[config.mk]
export PLATFORM = sky130hd
export DESIGN_NAME = midi_track_event_parser
export DESIGN_NICKNAME = d
export VERILOG_FILES = /design/src/rtl/mtep_pkg.sv /design/src/rtl/mtep_front.sv /design/src/rtl/mtep_queue.sv /design/src/rtl/mtep_back.sv /design/src/rtl/midi_track_event_parser.sv
export SDC_FILE = /design/constraint.sdc
export NUM_CORES = 1
export LEC_CHECK = 0
export BUFFER_PORTS_ARGS = -buffer_cell sky130_fd_sc_hd__buf_2
export CORE_UTILIZATION = 55
export DETAILED_ROUTE_END_ITERATION = 10
export HOLD_SLACK_MARGIN = 0.15
export PLACE_DENSITY = 0.77
export SETUP_SLACK_MARGIN = 0.02
export SLEW_MARGIN = 10
export SYNTH_ARGS = -nofsm -noshare
export SYNTH_HDL_FRONTEND = slang
export SYNTH_HIERARCHICAL = 1
export SYNTH_SLANG_ARGS = --single-unit
[constraint.sdc]
create_clock -name i_clk -period 7.2 [get_ports i_clk]
set_input_delay 0.72 -clock i_clk [delete_from_list [all_inputs] [get_ports i_clk]]
set_output_delay 0.72 -clock i_clk [all_outputs]
set_load 0.02 [all_outputs]
[src/rtl/mtep_pkg.sv]
`default_nettype none
package mtep_pkg;

    localparam int unsigned BYTE_W      = 8;
    localparam int unsigned WORD_W      = 32;
    localparam int unsigned CH_W        = 4;
    localparam int unsigned MASK_W      = 16;
    localparam int unsigned PHASE_W     = 4;
    localparam int unsigned CFG_IDX_W   = 8;

    localparam int unsigned QUEUE_DEPTH = 4;
    localparam int unsigned QPTR_W      = $clog2(QUEUE_DEPTH);
    localparam int unsigned QCNT_W      = $clog2(QUEUE_DEPTH + 1);

    localparam logic [CFG_IDX_W-1:0] CFG_TRK_LEN    = CFG_IDX_W'(0);
    localparam logic [CFG_IDX_W-1:0] CFG_START_TICK = CFG_IDX_W'(1);

    localparam logic [PHASE_W-1:0] PH_DELTA     = PHASE_W'(0);
    localparam logic [PHASE_W-1:0] PH_STATUS    = PHASE_W'(1);
    localparam logic [PHASE_W-1:0] PH_DATA1     = PHASE_W'(2);
    localparam logic [PHASE_W-1:0] PH_DATA2     = PHASE_W'(3);
    localparam logic [PHASE_W-1:0] PH_META_TYPE = PHASE_W'(4);
    localparam logic [PHASE_W-1:0] PH_META_LEN  = PHASE_W'(5);
    localparam logic [PHASE_W-1:0] PH_META_SKIP = PHASE_W'(6);
    localparam logic [PHASE_W-1:0] PH_SKIP_ONE  = PHASE_W'(7);

    localparam logic [BYTE_W-1:0] STATUS_BIT  = 8'h80;
    localparam logic [BYTE_W-1:0] HI_MASK     = 8'hF0;
    localparam logic [BYTE_W-1:0] NOTE_ON_HI  = 8'h90;
    localparam logic [BYTE_W-1:0] NOTE_OFF_HI = 8'h80;
    localparam logic [BYTE_W-1:0] META_STATUS = 8'hFF;
    localparam logic [BYTE_W-1:0] DATA_MASK   = 8'h7F;
    localparam logic [BYTE_W-1:0] LO_MASK     = 8'h0F;

    localparam logic KIND_NOTE_ON = 1'b0;
    localparam logic KIND_SUMMARY = 1'b1;

    typedef struct packed {
        logic              has_note;
        logic              has_sum;
        logic [CH_W-1:0]   channel;
        logic [BYTE_W-1:0] note_number;
        logic [BYTE_W-1:0] velocity;
        logic [WORD_W-1:0] tick;
        logic [WORD_W-1:0] note_events;
        logic [MASK_W-1:0] chan_bits;
    } t_entry;

endpackage
`default_nettype wire

[src/rtl/mtep_front.sv]
`default_nettype none
module mtep_front (
    input  wire                               i_clk,
    input  wire                               i_rst_n,
    input  wire                               i_cfg_valid,
    output logic                              o_cfg_ready,
    input  wire  [mtep_pkg::CFG_IDX_W-1:0]    i_cfg_index,
    input  wire  [mtep_pkg::WORD_W-1:0]       i_cfg_data,
    input  wire                               i_in_valid,
    output logic                              o_in_ready,
    input  wire  [mtep_pkg::BYTE_W-1:0]       i_byte_value,
    input  wire                               i_q_space,
    output logic                              o_push,
    output mtep_pkg::t_entry                  o_entry
);
    import mtep_pkg::*;

    logic [WORD_W-1:0]  r_trk_len, r_start_tick;
    logic [PHASE_W-1:0] r_phase, n_phase;
    logic [BYTE_W-1:0]  r_rs, n_rs;
    logic [WORD_W-1:0]  r_acc, n_acc;
    logic [WORD_W-1:0]  r_tick, n_tick;
    logic [WORD_W-1:0]  r_left, n_left;
    logic [WORD_W-1:0]  r_skip, n_skip;
    logic [BYTE_W-1:0]  r_held, n_held;
    logic [WORD_W-1:0]  r_count, n_count;
    logic [MASK_W-1:0]  r_mask, n_mask;
    logic               r_started;

    logic               accept;
    logic               final_byte;
    logic [WORD_W-1:0]  after;
    logic [WORD_W-1:0]  acc_sh;
    logic [WORD_W-1:0]  skip_dec;
    logic               rs_note, rs_on, b_note;
    logic               note_hit;
    logic [CH_W-1:0]    ch;
    logic               cfg_hit;

    assign o_cfg_ready = 1'b1;
    assign o_in_ready  = i_q_space;
    assign accept      = i_in_valid && i_q_space;
    assign final_byte  = (r_left <= WORD_W'(1));
    assign after       = final_byte ? '0 : r_left - WORD_W'(1);
    assign acc_sh      = {r_acc[WORD_W-8:0], i_byte_value[6:0]};
    assign skip_dec    = (r_skip != '0) ? r_skip - WORD_W'(1) : r_skip;
    assign rs_note     = ((r_rs & HI_MASK) == NOTE_ON_HI) || ((r_rs & HI_MASK) == NOTE_OFF_HI);
    assign rs_on       = ((r_rs & HI_MASK) == NOTE_ON_HI);
    assign b_note      = ((i_byte_value & HI_MASK) == NOTE_ON_HI)
                      || ((i_byte_value & HI_MASK) == NOTE_OFF_HI);
    assign ch          = r_rs[CH_W-1:0];
    assign cfg_hit     = i_cfg_valid
                      && (i_cfg_index == CFG_TRK_LEN || i_cfg_index == CFG_START_TICK);

    always_comb begin
        n_phase  = r_phase;
        n_rs     = r_rs;
        n_acc    = r_acc;
        n_tick   = r_tick;
        n_skip   = r_skip;
        n_held   = r_held;
        n_count  = r_count;
        n_mask   = r_mask;
        note_hit = 1'b0;
        unique case (r_phase)
            PH_DELTA: begin
                n_acc = acc_sh;
                if (!i_byte_value[7]) begin
                    n_tick  = r_tick + acc_sh;
                    n_acc   = '0;
                    n_phase = PH_STATUS;
                end
            end
            PH_STATUS, PH_DATA1, PH_META_TYPE: begin
                if (r_phase == PH_STATUS && i_byte_value[7]) begin
                    n_rs = i_byte_value;
                    if (b_note) begin
                        n_phase = PH_DATA1;
                    end else if (i_byte_value == META_STATUS) begin
                        n_phase = PH_META_TYPE;
                    end else begin
                        n_phase = PH_SKIP_ONE;
                    end
                end else if (rs_note) begin
                    n_held  = i_byte_value;
                    n_phase = PH_DATA2;
                end else if (r_rs == META_STATUS) begin
                    n_acc   = '0;
                    n_phase = PH_META_LEN;
                end else begin
                    n_phase = PH_DELTA;
                end
            end
            PH_DATA2: begin
                if (rs_on) begin
                    if (i_byte_value != '0) begin
                        note_hit = 1'b1;
                        n_count  = r_count + WORD_W'(1);
                        n_mask   = r_mask | (MASK_W'(1) << ch);
                    end
                end else begin
                    n_count = r_count + WORD_W'(1);
                end
                n_phase = PH_DELTA;
            end
            PH_META_LEN: begin
                n_acc = acc_sh;
                if (!i_byte_value[7]) begin
                    if (acc_sh != '0 && acc_sh <= after) begin
                        n_skip  = acc_sh;
                        n_phase = PH_META_SKIP;
                    end else begin
                        n_phase = PH_DELTA;
                    end
                    n_acc = '0;
                end
            end
            PH_META_SKIP: begin
                n_skip = skip_dec;
                if (skip_dec == '0) begin
                    n_phase = PH_DELTA;
                end
            end
            default: begin
                n_phase = PH_DELTA;
            end
        endcase
        n_left = r_left - WORD_W'(1);
    end

    always_comb begin
        o_entry.has_note    = note_hit;
        o_entry.has_sum     = final_byte;
        o_entry.channel     = ch;
        o_entry.note_number = r_held;
        o_entry.velocity    = i_byte_value;
        o_entry.tick        = n_tick;
        o_entry.note_events = n_count;
        o_entry.chan_bits   = n_mask;
    end

    assign o_push = accept && (note_hit || final_byte);

    always_ff @(posedge i_clk) begin
        if (!i_rst_n) begin
            r_trk_len    <= WORD_W'(1);
            r_start_tick <= '0;
        end else if (i_cfg_valid) begin
            if (i_cfg_index == CFG_TRK_LEN) begin
                r_trk_len <= i_cfg_data;
            end else if (i_cfg_index == CFG_START_TICK) begin
                r_start_tick <= i_cfg_data;
            end
        end
    end

    always_ff @(posedge i_clk) begin
        if (!i_rst_n) begin
            r_phase   <= PH_DELTA;
            r_rs      <= '0;
            r_acc     <= '0;
            r_tick    <= '0;
            r_left    <= WORD_W'(1);
            r_skip    <= '0;
            r_held    <= '0;
            r_count   <= '0;
            r_mask    <= '0;
            r_started <= 1'b0;
        end else if (accept) begin
            if (final_byte) begin
                r_phase   <= PH_DELTA;
                r_rs      <= '0;
                r_acc     <= '0;
                r_tick    <= r_start_tick;
                r_left    <= r_trk_len;
                r_skip    <= '0;
                r_held    <= '0;
                r_count   <= '0;
                r_mask    <= '0;
                r_started <= 1'b0;
            end else begin
                r_phase   <= n_phase;
                r_rs      <= n_rs;
                r_acc     <= n_acc;
                r_tick    <= n_tick;
                r_left    <= n_left;
                r_skip    <= n_skip;
                r_held    <= n_held;
                r_count   <= n_count;
                r_mask    <= n_mask;
                r_started <= 1'b1;
            end
        end else if (cfg_hit && !r_started) begin
            r_tick <= (i_cfg_index == CFG_START_TICK) ? i_cfg_data : r_start_tick;
            r_left <= (i_cfg_index == CFG_TRK_LEN) ? i_cfg_data : r_trk_len;
        end
    end

endmodule
`default_nettype wire

[src/rtl/mtep_queue.sv]
`default_nettype none
module mtep_queue (
    input  wire              i_clk,
    input  wire              i_rst_n,
    input  wire              i_push,
    input  mtep_pkg::t_entry i_entry,
    output logic             o_space,
    output logic             o_valid,
    input  wire              i_pop,
    output mtep_pkg::t_entry o_head
);
    import mtep_pkg::*;

    t_entry             r_mem [QUEUE_DEPTH];
    logic [QPTR_W-1:0]  r_wr, r_rd;
    logic [QCNT_W-1:0]  r_cnt;
    logic               do_pop;

    assign o_space = (r_cnt < QCNT_W'(QUEUE_DEPTH));
    assign o_valid = (r_cnt != '0);
    assign o_head  = r_mem[r_rd];
    assign do_pop  = i_pop && o_valid;

    always_ff @(posedge i_clk) begin
        if (i_push) begin
            r_mem[r_wr] <= i_entry;
        end
    end

    always_ff @(posedge i_clk) begin
        if (!i_rst_n) begin
            r_wr  <= '0;
            r_rd  <= '0;
            r_cnt <= '0;
        end else begin
            if (i_push) begin
                r_wr <= r_wr + QPTR_W'(1);
            end
            if (do_pop) begin
                r_rd <= r_rd + QPTR_W'(1);
            end
            unique case ({i_push, do_pop})
                2'b10:   r_cnt <= r_cnt + QCNT_W'(1);
                2'b01:   r_cnt <= r_cnt - QCNT_W'(1);
                default: r_cnt <= r_cnt;
            endcase
        end
    end

endmodule
`default_nettype wire

[src/rtl/mtep_back.sv]
`default_nettype none
module mtep_back (
    input  wire                           i_clk,
    input  wire                           i_rst_n,
    input  wire                           i_q_valid,
    input  mtep_pkg::t_entry              i_head,
    output logic                          o_pop,
    output logic                          o_out_valid,
    input  wire                           i_out_ready,
    output logic                          o_kind,
    output logic [mtep_pkg::CH_W-1:0]     o_channel,
    output logic [mtep_pkg::BYTE_W-1:0]   o_note_number,
    output logic [mtep_pkg::BYTE_W-1:0]   o_velocity,
    output logic [mtep_pkg::WORD_W-1:0]   o_tick,
    output logic [mtep_pkg::WORD_W-1:0]   o_note_events,
    output logic [mtep_pkg::MASK_W-1:0]   o_chan_bits,
    output logic                          o_last_of_run
);
    import mtep_pkg::*;

    logic r_valid;
    logic r_note_done;
    logic load;
    logic send_note;

    assign load      = i_q_valid && (!r_valid || i_out_ready);
    assign send_note = i_head.has_note && !r_note_done;
    assign o_pop     = load && !(send_note && i_head.has_sum);
    assign o_out_valid = r_valid;

    always_ff @(posedge i_clk) begin
        if (!i_rst_n) begin
            r_valid     <= 1'b0;
            r_note_done <= 1'b0;
        end else begin
            if (load) begin
                r_valid     <= 1'b1;
                r_note_done <= send_note && i_head.has_sum;
            end else if (i_out_ready) begin
                r_valid <= 1'b0;
            end
        end
    end

    always_ff @(posedge i_clk) begin
        if (load) begin
            if (send_note) begin
                o_kind        <= KIND_NOTE_ON;
                o_channel     <= i_head.channel;
                o_note_number <= i_head.note_number;
                o_velocity    <= i_head.velocity;
                o_note_events <= '0;
                o_chan_bits   <= '0;
                o_last_of_run <= !i_head.has_sum;
            end else begin
                o_kind        <= KIND_SUMMARY;
                o_channel     <= '0;
                o_note_number <= '0;
                o_velocity    <= '0;
                o_note_events <= i_head.note_events;
                o_chan_bits   <= i_head.chan_bits;
                o_last_of_run <= 1'b1;
            end
            o_tick <= i_head.tick;
        end
    end

endmodule
`default_nettype wire

[src/rtl/midi_track_event_parser.sv]
// A result word passes through the queue entry and then the output register before it turns valid.
// Throughput: one byte per cycle while the queue has space; the parser state updates in a single step per byte.
// A byte that ends a note-on and the track yields two output words from one queue entry;
// a four-entry queue between parser and output absorbs that and output stalls.
// Reset (synchronous, active low): track length 1, start tick 0, parser at delta time.
`default_nettype none
module midi_track_event_parser (
    input  wire                               i_clk,
    input  wire                               i_rst_n,
    input  wire                               i_cfg_valid,
    output logic                              o_cfg_ready,
    input  wire  [mtep_pkg::CFG_IDX_W-1:0]    i_cfg_index,
    input  wire  [mtep_pkg::WORD_W-1:0]       i_cfg_data,
    input  wire                               i_in_valid,
    output logic                              o_in_ready,
    input  wire  [mtep_pkg::BYTE_W-1:0]       i_byte_value,
    output logic                              o_out_valid,
    input  wire                               i_out_ready,
    output logic                              o_kind,
    output logic [mtep_pkg::CH_W-1:0]         o_channel,
    output logic [mtep_pkg::BYTE_W-1:0]       o_note_number,
    output logic [mtep_pkg::BYTE_W-1:0]       o_velocity,
    output logic [mtep_pkg::WORD_W-1:0]       o_tick,
    output logic [mtep_pkg::WORD_W-1:0]       o_note_events,
    output logic [mtep_pkg::MASK_W-1:0]       o_chan_bits,
    output logic                              o_last_of_run
);
    import mtep_pkg::*;

    logic   q_space, q_valid, push, pop;
    t_entry entry, head;

    mtep_front u_front (
        .i_clk        (i_clk),
        .i_rst_n      (i_rst_n),
        .i_cfg_valid  (i_cfg_valid),
        .o_cfg_ready  (o_cfg_ready),
        .i_cfg_index  (i_cfg_index),
        .i_cfg_data   (i_cfg_data),
        .i_in_valid   (i_in_valid),
        .o_in_ready   (o_in_ready),
        .i_byte_value (i_byte_value),
        .i_q_space    (q_space),
        .o_push       (push),
        .o_entry      (entry)
    );

    mtep_queue u_queue (
        .i_clk   (i_clk),
        .i_rst_n (i_rst_n),
        .i_push  (push),
        .i_entry (entry),
        .o_space (q_space),
        .o_valid (q_valid),
        .i_pop   (pop),
        .o_head  (head)
    );

    mtep_back u_back (
        .i_clk         (i_clk),
        .i_rst_n       (i_rst_n),
        .i_q_valid     (q_valid),
        .i_head        (head),
        .o_pop         (pop),
        .o_out_valid   (o_out_valid),
        .i_out_ready   (i_out_ready),
        .o_kind        (o_kind),
        .o_channel     (o_channel),
        .o_note_number (o_note_number),
        .o_velocity    (o_velocity),
        .o_tick        (o_tick),
        .o_note_events (o_note_events),
        .o_chan_bits   (o_chan_bits),
        .o_last_of_run (o_last_of_run)
    );

endmodule
`default_nettype wire

==> results.yml, run 1 <==
sta:
  clock_skew_ns: 0.02191
  period_minus_slack_ns: 5.851
  slew_headroom_pct: 14.73
  fin_setup_tns_ns: 0
  rsz0062_at_grt: "false"
  hold_viol: 0
  tightestPinTransition_ns: 1.276
  finalCritPeriodShare_pct: 81.27
  slew_viol_final: 0
  max_freq_mhz: 170.9
  final-setup-viol-count: 0
  worst_hold_slack_ns: 0.3847
cts:
  cts_buffers: 80
  postCtsHoldBufs: 0
  tritoncts: "built"
  post_cts_buffers: 0
  clk_latency_ns: 0.64
  htreeDepth: 3
  cts.sinks: 774
  cts_root_buffer: "clkbuf_16"
  cts.clk_slew.worst_paths_ns: 0.06
  clockBufferDepth: 3
  cts_resized: 0
power:
  p_comb_share_pct: 6.2
  p_sw_share_pct: 23.07
  p_per_area_mw_per_mm2: 245.7
  pwr-share-seq_pct: 50.1
  p_switching_w: 0.002228
  p_int_w: 0.007430
  p_leak_nw: 13.85
  pwr-share-clk_pct: 43.7
  ir_worst_vdd_v: 0.0001644
yosys:
  syn_inst: 2876
  avgSynthCellArea_um2: 12.25
  netlist_area_mm2: 0.03523
  seq_area_frac_synth_pct: 58.47
  synth_cell_types: 82
  synthFlopType: "edfxtp_1"
  synth_nets: 3004
  ys_ff_latch: 774
  synthArstFlopShare_pct: 0
  synth-edff-count: 510
  yosysWarnings: 6
grt:
  grt_overflow: 0
  antenna_found_initial: 0
  grt_use_total_pct: 26.83
  grt_pass1_wl_um: 134600
  grt_max_degree: 98
  first_global_vias: 23820
routing:
  drtIter0Drc: 2423
  drt_first_pass_iters: 6
  vias: 24150
  via_per_inst: 6.219
  wire_per_inst_um: 22.41
  ant_nets: 0
  drc_errors: 0
  wirelength_um: 87030
floorplanning:
  rows: 92
  die_w_um: 255.1
  die_h_um: 255.1
  start_util_pct: 55.75
  core_area_mm2: 0.06320
  die-area_mm2: 0.06508
  io_pins: 158
finish:
  fillers: 4773
  layout-drive-gt1-share_pct: 16.00
  final_common_cell: "edfxtp_1"
  nets: 3098
  syn2layout_area_growth_pct: 11.56
  num_antenna_cells: 0
  layout_common_cells: "edfxtp_1, nand2_1, dfxtp_1, a21oi_1, buf_2"
setup_path:
  critical_path_arrival_ns: 6.40
  critPathKind: "register to register"
  end_kind: "register"
  path_max_fanout: 16
  startpoint_type: "register"
  worstPathRequired_ns: 7.74
worst_hold_path:
  hold_class: "input pin to register"
run_status:
  outcome: "finished, final reports clean"
place:
  io_buffers: 156
  dp_hpwl_um: 55410
  routabilityCongestion: 0.9488
job:
  cap_violations: 0
==> power by group through the flow <==
stage,registers [W],clock network (W),logic [W]
final,0.00484,0.00422,0.000599
after global routing,0.00484,0.00447,0.000650
after CTS,0.00484,0.00429,0.000586
after detailed placement,0.00493,0,0.000581
after global placement,0.00493,0,0.000559
after floorplan,0.00490,0,0.000413
==> layout make-up <==
class / instances / area (µm²) / area share [%]
tap: 846 / 1059 / 2.693
timing repair buffer: 193 / 1090 / 2.772
inverter: 28 / 107.6 / 0.2737
clock buffer: 107 / 2183 / 5.554
multi-input combinational: 1893 / 13720 / 34.90
sequential: 774 / 20610 / 52.43
clock inverter: 43 / 544.3 / 1.385
==> synth_stat cells (49+ instances only) <==
library cell / number / share of area (%)
a22oi_1: 53 / 1.1
mux4_2: 102 / 6.5
nand2_1: 358 / 3.8
mux2i_1: 74 / 2.1
and2_1: 78 / 1.4
xnor2_1: 53 / 1.3
o211ai_1: 52 / 1.1
a21boi_0: 72 / 1.5
ha_1: 73 / 2.6
edfxtp_1: 510 / 43
o21ai_0: 101 / 1.4
nor3_1: 69 / 0.98
nor2_1: 106 / 1.1
a21oi_1: 161 / 2.3
dfxtp_1: 264 / 15
nor2b_1: 93 / 1.7
clkbuf_1: 125 / 1.3
nand3_1: 49 / 0.70
==> stage by stage <==
stage,utilization (%),power [W],worst slack [ns],cells,instance area [µm²]
finish,62.20,0.009658,1.349,3884,39310
global route,62.20,0.009956,0.8401,3884,39310
CTS,62.20,0.009709,1.345,3884,39310
detailed placement,57.88,0.005511,1.365,3734,36580
global placement,57.88,0.005486,1.578,3734,36580
floorplan,-,0.005312,1.590,2876,35230
==> per-layer routing <==
metal	global-route usage (%)	share of wire, %	up-vias	wire length [µm]
met5	0	0	-	0
met4	11.53	3.8	0	3316
met3	5.065	8.0	218	6924
met2	43.50	47	1096	41130
met1	35.40	41	11850	35660
li1	-	-	10990	-
==> cell families after synthesis <==
kind of cell | synth area share (%)
mux | 8.814
flops | 58.47
xor+xnor | 2.532
compound gates | 11.84
other cells | 0.01064
buf+inv | 2.752
simple gates | 12.85
fa+ha+maj | 2.734
==> worst max-delay path, cell delays in order, from the launching register on <==
cell and delay (ns):
dfxtp_1 0.35, nor4_1 0.40, nor2b_1 0.42, nand4_1 0.24, or2_2 0.38, or4_1 0.49
nor3_1 0.20, xor2_1 0.16, nand2_1 0.08, ha_1 0.34, nand4_1 0.10, nor2_1 0.19
nand4_1 0.15, nor2_1 0.19, a211oi_1 0.08, nor4_1 0.26, o311a_1 0.43, a22o_1 0.18
buf_4 0.24, nand3_1 0.51, o21ai_0 0.36
==> state kept, by name, indices dropped and copies added (netlist names), 16 cells and up, named ones only <==
name,count
u_back/o_chan_bits,16
u_back/o_note_events,32
u_back/o_tick,32
u_front/r_acc,25
u_front/r_count,32
u_front/r_left,32
u_front/r_mask,16
u_front/r_skip,32
u_front/r_start_tick,32
u_front/r_tick,32
u_front/r_trk_len,32
u_queue/r_mem,408
==> final timing paths <==
| check | slack (ns) | start | cells past startpoint | to |
|---|---|---|---|---|
| worst max-delay path | 1.35 | u_front/r_left[4] | 20 | u_front/r_skip[27] |
| worst min-delay path | 0.38 | i_out_ready | 3 | u_back/o_out_valid |
| worst max register to register | 1.35 | u_front/r_left[4] | 20 | u_front/r_skip[27] |
| worst min register to register | 0.47 | u_front/r_start_tick[3] | 2 | u_front/r_start_tick[3] |
Power figures use the tool's default switching activity.
==> run 2, diff against run 1 <==
ABC_AREA = 1   (was not set)
PLACE_DENSITY = 0.8   (was 0.77)
clock period = 4.7 ns   (was 7.2 ns; I/O delays follow)
==> run 2 against run 1 <==
Count of clock-buffer cells in the layout grew 4; worst hold slack lost 0.21 ns; power grew 62%; via count grew 26%; non-clock buffer count grew 12; critical endpoint is now u_front/r_skip[9].
==> results.yml, run 2 <==
cts:
  clk_latency_ns: 0.64
  cts_root_buffer: "clkbuf_16"
  cts_buffers: 80
  htreeDepth: 3
  tritoncts: "built"
  post_cts_buffers: 0
  cts.sinks: 774
  clockBufferDepth: 3
  cts.clk_slew.worst_paths_ns: 0.06
place:
  post-place-ws_ns: 0.4069
  dp_hpwl_um: 64280
  place_area_mm2: 0.03888
  io_buffers: 156
  routabilityCongestion: 0.9843
power:
  p_sw_share_pct: 25.77
  p_comb_share_pct: 11.5
  ir_worst_vdd_v: 0.0002728
  p_per_area_mw_per_mm2: 376.4
  p_leak_nw: 16.60
  pwr-share-seq_pct: 47.8
  p_int_w: 0.01162
  pwr-share-clk_pct: 40.7
  p_switching_w: 0.004034
finish:
  layout-drive-gt1-share_pct: 9.980
  fillers: 5617
  final_common_cell: "nand2_1"
  nets: 4460
  syn2layout_area_growth_pct: 10.33
  final_cell_area_mm2: 0.04159
  num_antenna_cells: 0
  largest_register: "u_queue/r_mem"
  largest_reg_flops: 408
  layout_common_cells: "nand2_1, nor2_1, edfxtp_1, o21ai_0, inv_1"
sta:
  hold_viol: 0
  final-setup-viol-count: 0
  finalCritPeriodShare_pct: 89.74
  max_freq_mhz: 237.1
  clock_skew_ns: 0.02305
  rsz0062_at_grt: "false"
  fin_setup_tns_ns: 0
  tightestPinTransition_ns: 1.136
  fin_ws_ns: 0.4822
  slew_headroom_pct: 24.28
  period_minus_slack_ns: 4.218
  slew_viol_final: 0
yosys:
  yosysMostFrequentCell: "nand2_1"
  synth_top_cell_by_area: "edfxtp_1"
  synthTopCellsByCount: "nand2_1, nor2_1, edfxtp_1"
  synth-edff-count: 510
  yosysWarnings: 6
  netlist_area_mm2: 0.03770
  avgSynthCellArea_um2: 8.824
  syn_inst: 4272
  synth_cell_types: 62
  ys_ff_latch: 774
  synth_nets: 4400
  synthTopCellsByArea: "edfxtp_1, dfxtp_1, nand2_1, o21ai_0, nor2_1"
  synthFlopType: "edfxtp_1"
  seq_area_frac_synth_pct: 54.65
  synth_top_area_share_pct: 40.63
  synthArstFlopShare_pct: 0
floorplanning:
  die_w_um: 263.8
  die-area_mm2: 0.06959
  io_pins: 158
  core_area_mm2: 0.06751
  rows: 95
  die_h_um: 263.8
  start_util_pct: 55.84
routing:
  drc_errors: 0
  vias: 30380
  drt_first_pass_iters: 9
  wirelength_um: 96810
  via_per_inst: 5.763
  wire_per_inst_um: 18.36
  ant_nets: 0
  drtIter0Drc: 2960
setup_path:
  startpoint_type: "register"
  path_max_fanout: 33
  critical_path_arrival_ns: 4.75
  end_kind: "register"
  crit_slowest_cell: "inv_4"
  path_common_cell: "nand2_1"
  critPathKind: "register to register"
  cpPeakStageDelay_ns: 0.35
  worstPathRequired_ns: 5.23
job:
  cap_violations: 0
grt:
  antenna_found_initial: 1
  grt_pass1_wl_um: 150600
  grt_overflow: 0
  grt_max_degree: 205
  first_global_vias: 27890
  grt_use_total_pct: 27.28
worst_hold_path:
  hold_class: "input pin to register"
run_status:
  outcome: "finished, final reports clean"
[run 2: layer usage]
layer | GRT usage, % | share of wire, % | up-vias
met4 | 11.02 | 3.7 | 2
met2 | 44.43 | 46 | 1350
met1 | 36.60 | 41 | 14200
li1 | - | - | 14620
met3 | 4.204 | 8.6 | 205
met5 | 0 | 0.013 | -
[run 2: power by group through the flow]
stage | clock (W) | combinational, W | sequential [W]
2_1_floorplan | 0 | 0.00131 | 0.00758
3_3_place_gp | 0 | 0.00173 | 0.00762
3_5_place_dp | 0 | 0.00175 | 0.00762
4_1_cts | 0.00647 | 0.00176 | 0.00748
5_1_grt | 0.00675 | 0.00202 | 0.00749
6_report | 0.00637 | 0.00180 | 0.00748
[run 2: through the flow]
| stage | std cells | power [W] | util [%] | hold slack [ns] |
|---|---|---|---|---|
| 2_1_floorplan | 4272 | 0.008893 | - | 0.4377 |
| 3_3_place_gp | 5121 | 0.009347 | 57.59 | 0.4441 |
| 3_5_place_dp | 5121 | 0.009369 | 57.59 | 0.4480 |
| 4_1_cts | 5272 | 0.01571 | 61.60 | 0.1546 |
| 5_1_grt | 5272 | 0.01626 | 61.60 | 0.1630 |
| 6_report | 5272 | 0.01565 | 61.60 | 0.1764 |
[run 2: cell families (layout without fill, tap and decap cells)]
logic type	count (synthesis)	in the layout	synth area share, %
compound gates	1040	1040	15.19
other cells	1	1	0.009948
mux	7	7	0.1892
flops	774	774	54.65
simple gates	1633	1633	18.20
fa+ha+maj	75	75	2.529
buf+inv	672	799	7.604
xor+xnor	70	70	1.626
[run 2: final cells by class]
cell class / count / area (µm²) / share of cell area [%]
Sequential cell: 774 / 20610 / 49.55
Multi-Input combinational cell: 2826 / 14260 / 34.29
Clock buffer: 111 / 2208 / 5.310
Inverter: 445 / 1690 / 4.064
Timing Repair Buffer: 205 / 1256 / 3.020
Tap cell: 873 / 1092 / 2.626
Clock inverter: 38 / 474.2 / 1.140
[run 2: worst paths after layout]
check,start,end,slack (ns),cells after the start
setup / recovery,u_front/r_left[0],u_front/r_skip[9],0.48,25
hold / removal,i_byte_value[7],u_queue/r_mem[3][87],0.18,1
setup reg to reg,u_front/r_left[0],u_front/r_skip[9],0.48,25
hold reg to reg,u_front/r_mask[5],u_front/r_mask[5],0.46,2
[run 2: timing repair]
item / 4_1_cts / 5_1_grt
endpoints found under the setup margin: 0 / 7
hold buffers: 2 / 0
gates resized for setup: 0 / 2
hold endpoints to repair: 2 / 0
[run 2: critical path: cells and delay by family, from the launching register on]
kind	cells	cell delay [ns]
flops	1	0.33
compound gates	2	0.17
fa+ha+maj	2	0.57
xor+xnor	1	0.14
simple gates	17	2.30
buf+inv	3	0.59
